<file path="src/rtl/core/lti_pkg.sv">
// ----------------------------------------------------------------------------
// lti_pkg
// Shared constants and controller/datapath interface types.
// ----------------------------------------------------------------------------
package lti_pkg;

    localparam int DEF_MAX_TARGETS = 8;
    localparam int DEF_MAX_STEPS   = 64;

    // configuration register indexes
    localparam logic [2:0] CFG_N_TARGETS   = 3'd0;
    localparam logic [2:0] CFG_N_STEPS     = 3'd1;
    localparam logic [2:0] CFG_TIME_STEP   = 3'd2;
    localparam logic [2:0] CFG_SEG_TIME    = 3'd3;
    localparam logic [2:0] CFG_SEG_RECIP   = 3'd4;
    localparam logic [2:0] CFG_TRACK_DUR   = 3'd5;

    localparam logic [3:0]  RST_N_TARGETS  = 4'd1;
    localparam logic [6:0]  RST_N_STEPS    = 7'd2;
    localparam logic [31:0] RST_TIME_STEP  = 32'd65536;
    localparam logic [31:0] RST_SEG_TIME   = 32'd65536;
    localparam logic [31:0] RST_SEG_RECIP  = 32'd65536;
    localparam logic [31:0] RST_TRACK_DUR  = 32'd131072;

    // item command codes
    localparam logic CMD_LOAD = 1'b0;
    localparam logic CMD_TICK = 1'b1;

    // restoring remainder of a 33-bit sum
    localparam logic [5:0] DIV_STEPS = 6'd33;

    typedef struct packed {
        logic load;
        logic ind;
        logic mul;
        logic tin;
        logic rd;
        logic diff;
        logic vmul;
        logic vsat;
        logic pmul;
        logic padd;
        logic k_inc;
        logic div_init;
        logic div_step;
        logic upd;
    } t_cmd;

    typedef struct packed {
        logic last;
        logic div_last;
    } t_status;

endpackage

</file>
<file path="src/rtl/core/lti_ctrl.sv">
// ----------------------------------------------------------------------------
// lti_ctrl
// Sequencer: issues load writes and steps the datapath through a tick, one target at a time.
// ----------------------------------------------------------------------------
module lti_ctrl (
    input  logic             i_clk,
    input  logic             i_rst_n,
    input  logic             i_in_valid,
    input  logic             i_cmd,
    input  logic             i_out_ready,
    input  lti_pkg::t_status i_status,
    output logic             o_in_ready,
    output logic             o_out_valid,
    output lti_pkg::t_cmd    o_dp_cmd
);

    typedef enum logic [3:0] {
        S_IDLE, S_IND, S_MUL, S_TIN, S_RD, S_DIFF, S_VMUL, S_VSAT,
        S_PMUL, S_PADD, S_OUT, S_DIVI, S_DIV, S_UPD
    } t_state;

    t_state r_state, n_state;

    always_comb begin
        n_state  = r_state;
        o_dp_cmd = '0;
        unique case (r_state)
            S_IDLE: begin
                if (i_in_valid) begin
                    if (i_cmd == lti_pkg::CMD_TICK) begin
                        n_state = S_IND;
                    end else begin
                        o_dp_cmd.load = 1'b1;
                    end
                end
            end
            S_IND:  begin o_dp_cmd.ind  = 1'b1; n_state = S_MUL;  end
            S_MUL:  begin o_dp_cmd.mul  = 1'b1; n_state = S_TIN;  end
            S_TIN:  begin o_dp_cmd.tin  = 1'b1; n_state = S_RD;   end
            S_RD:   begin o_dp_cmd.rd   = 1'b1; n_state = S_DIFF; end
            S_DIFF: begin o_dp_cmd.diff = 1'b1; n_state = S_VMUL; end
            S_VMUL: begin o_dp_cmd.vmul = 1'b1; n_state = S_VSAT; end
            S_VSAT: begin o_dp_cmd.vsat = 1'b1; n_state = S_PMUL; end
            S_PMUL: begin o_dp_cmd.pmul = 1'b1; n_state = S_PADD; end
            S_PADD: begin o_dp_cmd.padd = 1'b1; n_state = S_OUT;  end
            S_OUT: begin
                if (i_out_ready) begin
                    if (i_status.last) begin
                        n_state = S_DIVI;
                    end else begin
                        o_dp_cmd.k_inc = 1'b1;
                        n_state        = S_RD;
                    end
                end
            end
            S_DIVI: begin o_dp_cmd.div_init = 1'b1; n_state = S_DIV; end
            S_DIV: begin
                o_dp_cmd.div_step = 1'b1;
                if (i_status.div_last) begin
                    n_state = S_UPD;
                end
            end
            S_UPD:  begin o_dp_cmd.upd = 1'b1; n_state = S_IDLE; end
            default: n_state = S_IDLE;
        endcase
    end

    always_ff @(posedge i_clk) begin
        if (!i_rst_n) begin
            r_state <= S_IDLE;
        end else begin
            r_state <= n_state;
        end
    end

    assign o_in_ready  = (r_state == S_IDLE);
    assign o_out_valid = (r_state == S_OUT);

endmodule

</file>
<file path="config.mk">
export PLATFORM = sky130hd
export DESIGN_NAME = lti_ctrl
export DESIGN_NICKNAME = d
export VERILOG_FILES = /design/src/rtl/core/lti_pkg.sv /design/src/rtl/core/lti_ctrl.sv
export SDC_FILE = /design/constraint.sdc
export NUM_CORES = 1
export LEC_CHECK = 0
export BUFFER_PORTS_ARGS = -buffer_cell sky130_fd_sc_hd__clkbuf_2
export CORE_AREA = 3 3 40 42
export DETAILED_ROUTE_END_ITERATION = 16
export DIE_AREA = 0 0 43 45
export PLACE_DENSITY = 0.67
export SETUP_SLACK_MARGIN = 0.1
export SYNTH_ARGS = -nofsm -noshare
export SYNTH_HDL_FRONTEND = slang
export SYNTH_SLANG_ARGS = --single-unit
</file>
<file path="constraint.sdc">
create_clock -name i_clk -period 1.35 [get_ports i_clk]
set_input_delay 0.2025 -clock i_clk [delete_from_list [all_inputs] [get_ports i_clk]]
set_output_delay 0.2025 -clock i_clk [all_outputs]
set_load 0.05 [all_outputs]
</file>
==> flow_summary.json <==
{
  "reg2reg_slack_ns": -0.05,
  "layout_min_cycle_time_ns": 1.498,
  "top_layer": "met4",
  "setup_viol": 19,
  "crit_path_cell_trace": "nor4_4, and3b_2, clkbuf_16",
  "yosys-top-cells-area": "dfxtp_1 19%, nor2_1 9.7%, nand2b_1 7.4%",
  "crit_arrival_ns": 1.30,
  "timing.rr.start": "r_state[0]",
  "drv_cap": 0,
  "min_path_type": "input port to flip-flop",
  "powerDensity_nw_per_um2": 469.5,
  "nets": 114,
  "post-dp-hpwl_mm": 1.021,
  "hold_viol": 0,
  "avgViaCountPerCell": 5.388,
  "drive_gt1_frac": 0.7925,
  "cts_tree": "built",
  "violations": "negative setup slack",
  "path_max_fanout": 5,
  "min_path_cells": 3,
  "cp_num_buf_inv": 1,
  "syn_to_final_growth_pct": 177.9,
  "diodes": 0,
  "avgSynthCellArea_um2": 6.841,
  "setup_slack_ns": -0.1480,
  "globalRouteOverflowTotal": 0,
  "worstMarginPinSlew_ns": 0.2995,
  "finalCritPeriodShare": 1.110,
  "cp_slowest_cell": "dfxtp_4",
  "min_to": "r_state[2]",
  "netlist_instances": 62,
  "fin_skew_ns": 0.005864,
  "cts_hold_buf": 0,
  "cp-startpoint": "r_state[0]",
  "cts_made_buffers": 3,
  "antenna_found_initial": 0,
  "relSlewSlack": 0.7998,
  "final_common_cell": "buf_4",
  "cts_root_buf": "clkbuf_4",
  "cp-start-kind": "flip-flop",
  "ys_seq_area_frac": 0.1888,
  "mappedNetlistNets": 69,
  "final_cell_mix": "13 x buf_4, 9 x buf_8, 9 x buf_6",
  "critPathKind": "flip-flop to primary output",
  "cp.required_ns": 1.15,
  "utilization": 0.9172,
  "start_util": 0.3301,
  "ys_ff_latch": 4,
  "peakVddDrop_uv": 468.6,
  "die_h_um": 45,
  "dp_slack_ns": -0.1000,
  "drt_iter0_markers": 11,
  "synth_cell_type_count": 25,
  "grt_max_degree": 10,
  "wl_met2_mm": 1.202,
  "ant_nets": 0,
  "reg_top3": "r_state x4",
  "tns_ns": -1.224,
  "drv_slew": 0,
  "synth_area_um2": 424.2,
  "run_status": "complete, but fails checks",
  "drtPass1Iterations": 4,
  "boundaryPins": 23,
  "min_from": "i_status[0]",
  "core_area_um2": 1285,
  "routedWlPerCell_um": 18.09,
  "gr-usage-all-layers": 0.2186,
  "clock_sinks": 4,
  "drc": 0,
  "r2r_end": "r_state[2]",
  "place_congestion": 0.8592,
  "fmax_mhz": 667.5,
  "critPathTopFamily": "simple AND/OR/NAND/NOR gates",
  "drt-total-wl_mm": 2.189,
  "regMostFlops": "r_state",
  "route.layer.met1.wl_um": 869,
  "htreeDepth": 1,
  "rows": 13,
  "grt_pass1_wl_mm": 3.174,
  "yosysTopAreaCell": "dfxtp_1",
  "crit_path_end_kind": "primary output",
  "rsz0062_at_grt": "true",
  "largest_register_ffs": 4,
  "die_area_um2": 1935,
  "clk_latency_ns": 0.23,
  "p_total_mw": 0.5534,
  "power.leakage_nw": 0.4344,
  "cts_buffer_depth": 2,
  "grt_pass1_vias": 672,
  "n_fill_cell": 46,
  "die_w_um": 43,
  "yosysWarningCount": 0,
  "place.port_buffers": 22,
  "via_count": 652,
  "max_stage_delay_ns": 0.37,
  "ff2ff_path_depth": 8,
  "synth_top_cell_area_share": 0.1888,
  "clk_pin_slew_ns": 0.04,
  "wl_met3_um": 63
}
[routing by layer]
metal  GRT usage  vias up
met5           0        -
met4     0.05422        0
met3     0.03187        6
met2      0.4341       21
met1      0.2422      321
li1            -      304
[cell families after synthesis]
kind of cell,synth area share
AO/OA/AOI/OAI,0.2212
buffers and inverters,0.1032
flip-flops,0.1888
AND/OR/NAND/NOR,0.4867
[cell usage after synthesis]
library cell	number
a21boi_0	1
a21oi_1	5
and3b_1	1
buf_2	2
buf_4	2
buf_6	1
dfxtp_1	4
inv_1	2
nand2_1	7
nand2b_1	5
nand3_1	2
nand3b_1	1
nor2_1	11
nor2b_1	1
nor3_1	5
nor3b_1	3
nor4_2	1
nor4b_2	1
o211ai_1	1
o211ai_2	1
o21ai_0	1
o21ai_1	1
o21ai_2	1
o22ai_1	1
o32ai_2	1
[where the power goes]
part	switching [mW]	internal, mW	total [mW]
clock	0.0516	0.111	0.163
combinational	0.134	0.127	0.261
sequential	0.0117	0.118	0.130
total	0.197	0.356	0.553
[worst register-to-register path: cells and delay by family, from the launching register on]
family          cells  cell delay [ns]
compound gates      1             0.06
flops               1             0.40
simple gates        3             0.30
buf+inv             4             0.52
[area by class of cell]
cell class | count | area (um2) | share of cell area
Clock buffer | 4 | 26.28 | 0.02229
Inverter | 2 | 16.27 | 0.01380
Multi-Input combinational cell | 51 | 519.2 | 0.4406
Sequential cell | 4 | 95.09 | 0.08068
Tap cell | 15 | 18.77 | 0.01592
Timing Repair Buffer | 45 | 503.0 | 0.4268
[worst max path at each step]
| stage | endpoint | slack (ns) | depth (start not counted) |
|---|---|---|---|
| 5_1_grt | o_dp_cmd[13] | -0.20 | 3 |
| 3_3_place_gp | r_state[1] | -0.06 | 5 |
| 6_report | o_dp_cmd[13] | -0.15 | 3 |
| 2_1_floorplan | o_dp_cmd[13] | -0.41 | 3 |
| 4_1_cts | o_dp_cmd[13] | -0.13 | 3 |
| 3_5_place_dp | o_dp_cmd[11] | -0.10 | 3 |
[repair_timing]
action,4_1_cts,5_1_grt
resized for setup,50,21
buffers inserted,11,1
pin swaps,10,7
endpoints found under the hold margin,0,0
gates cloned,0,0
endpoints found under the setup margin,20,20
[metrics by stage]
step	hold slack, ns	instances	area (um2)
floorplan	0.3487	62	596.8
global placement	0.5026	105	782.0
detailed placement	0.4963	105	782.0
CTS	0.2563	120	1106
global route	0.3034	121	1179
finish	0.2843	121	1179
(Power assumes the default switching activity.)
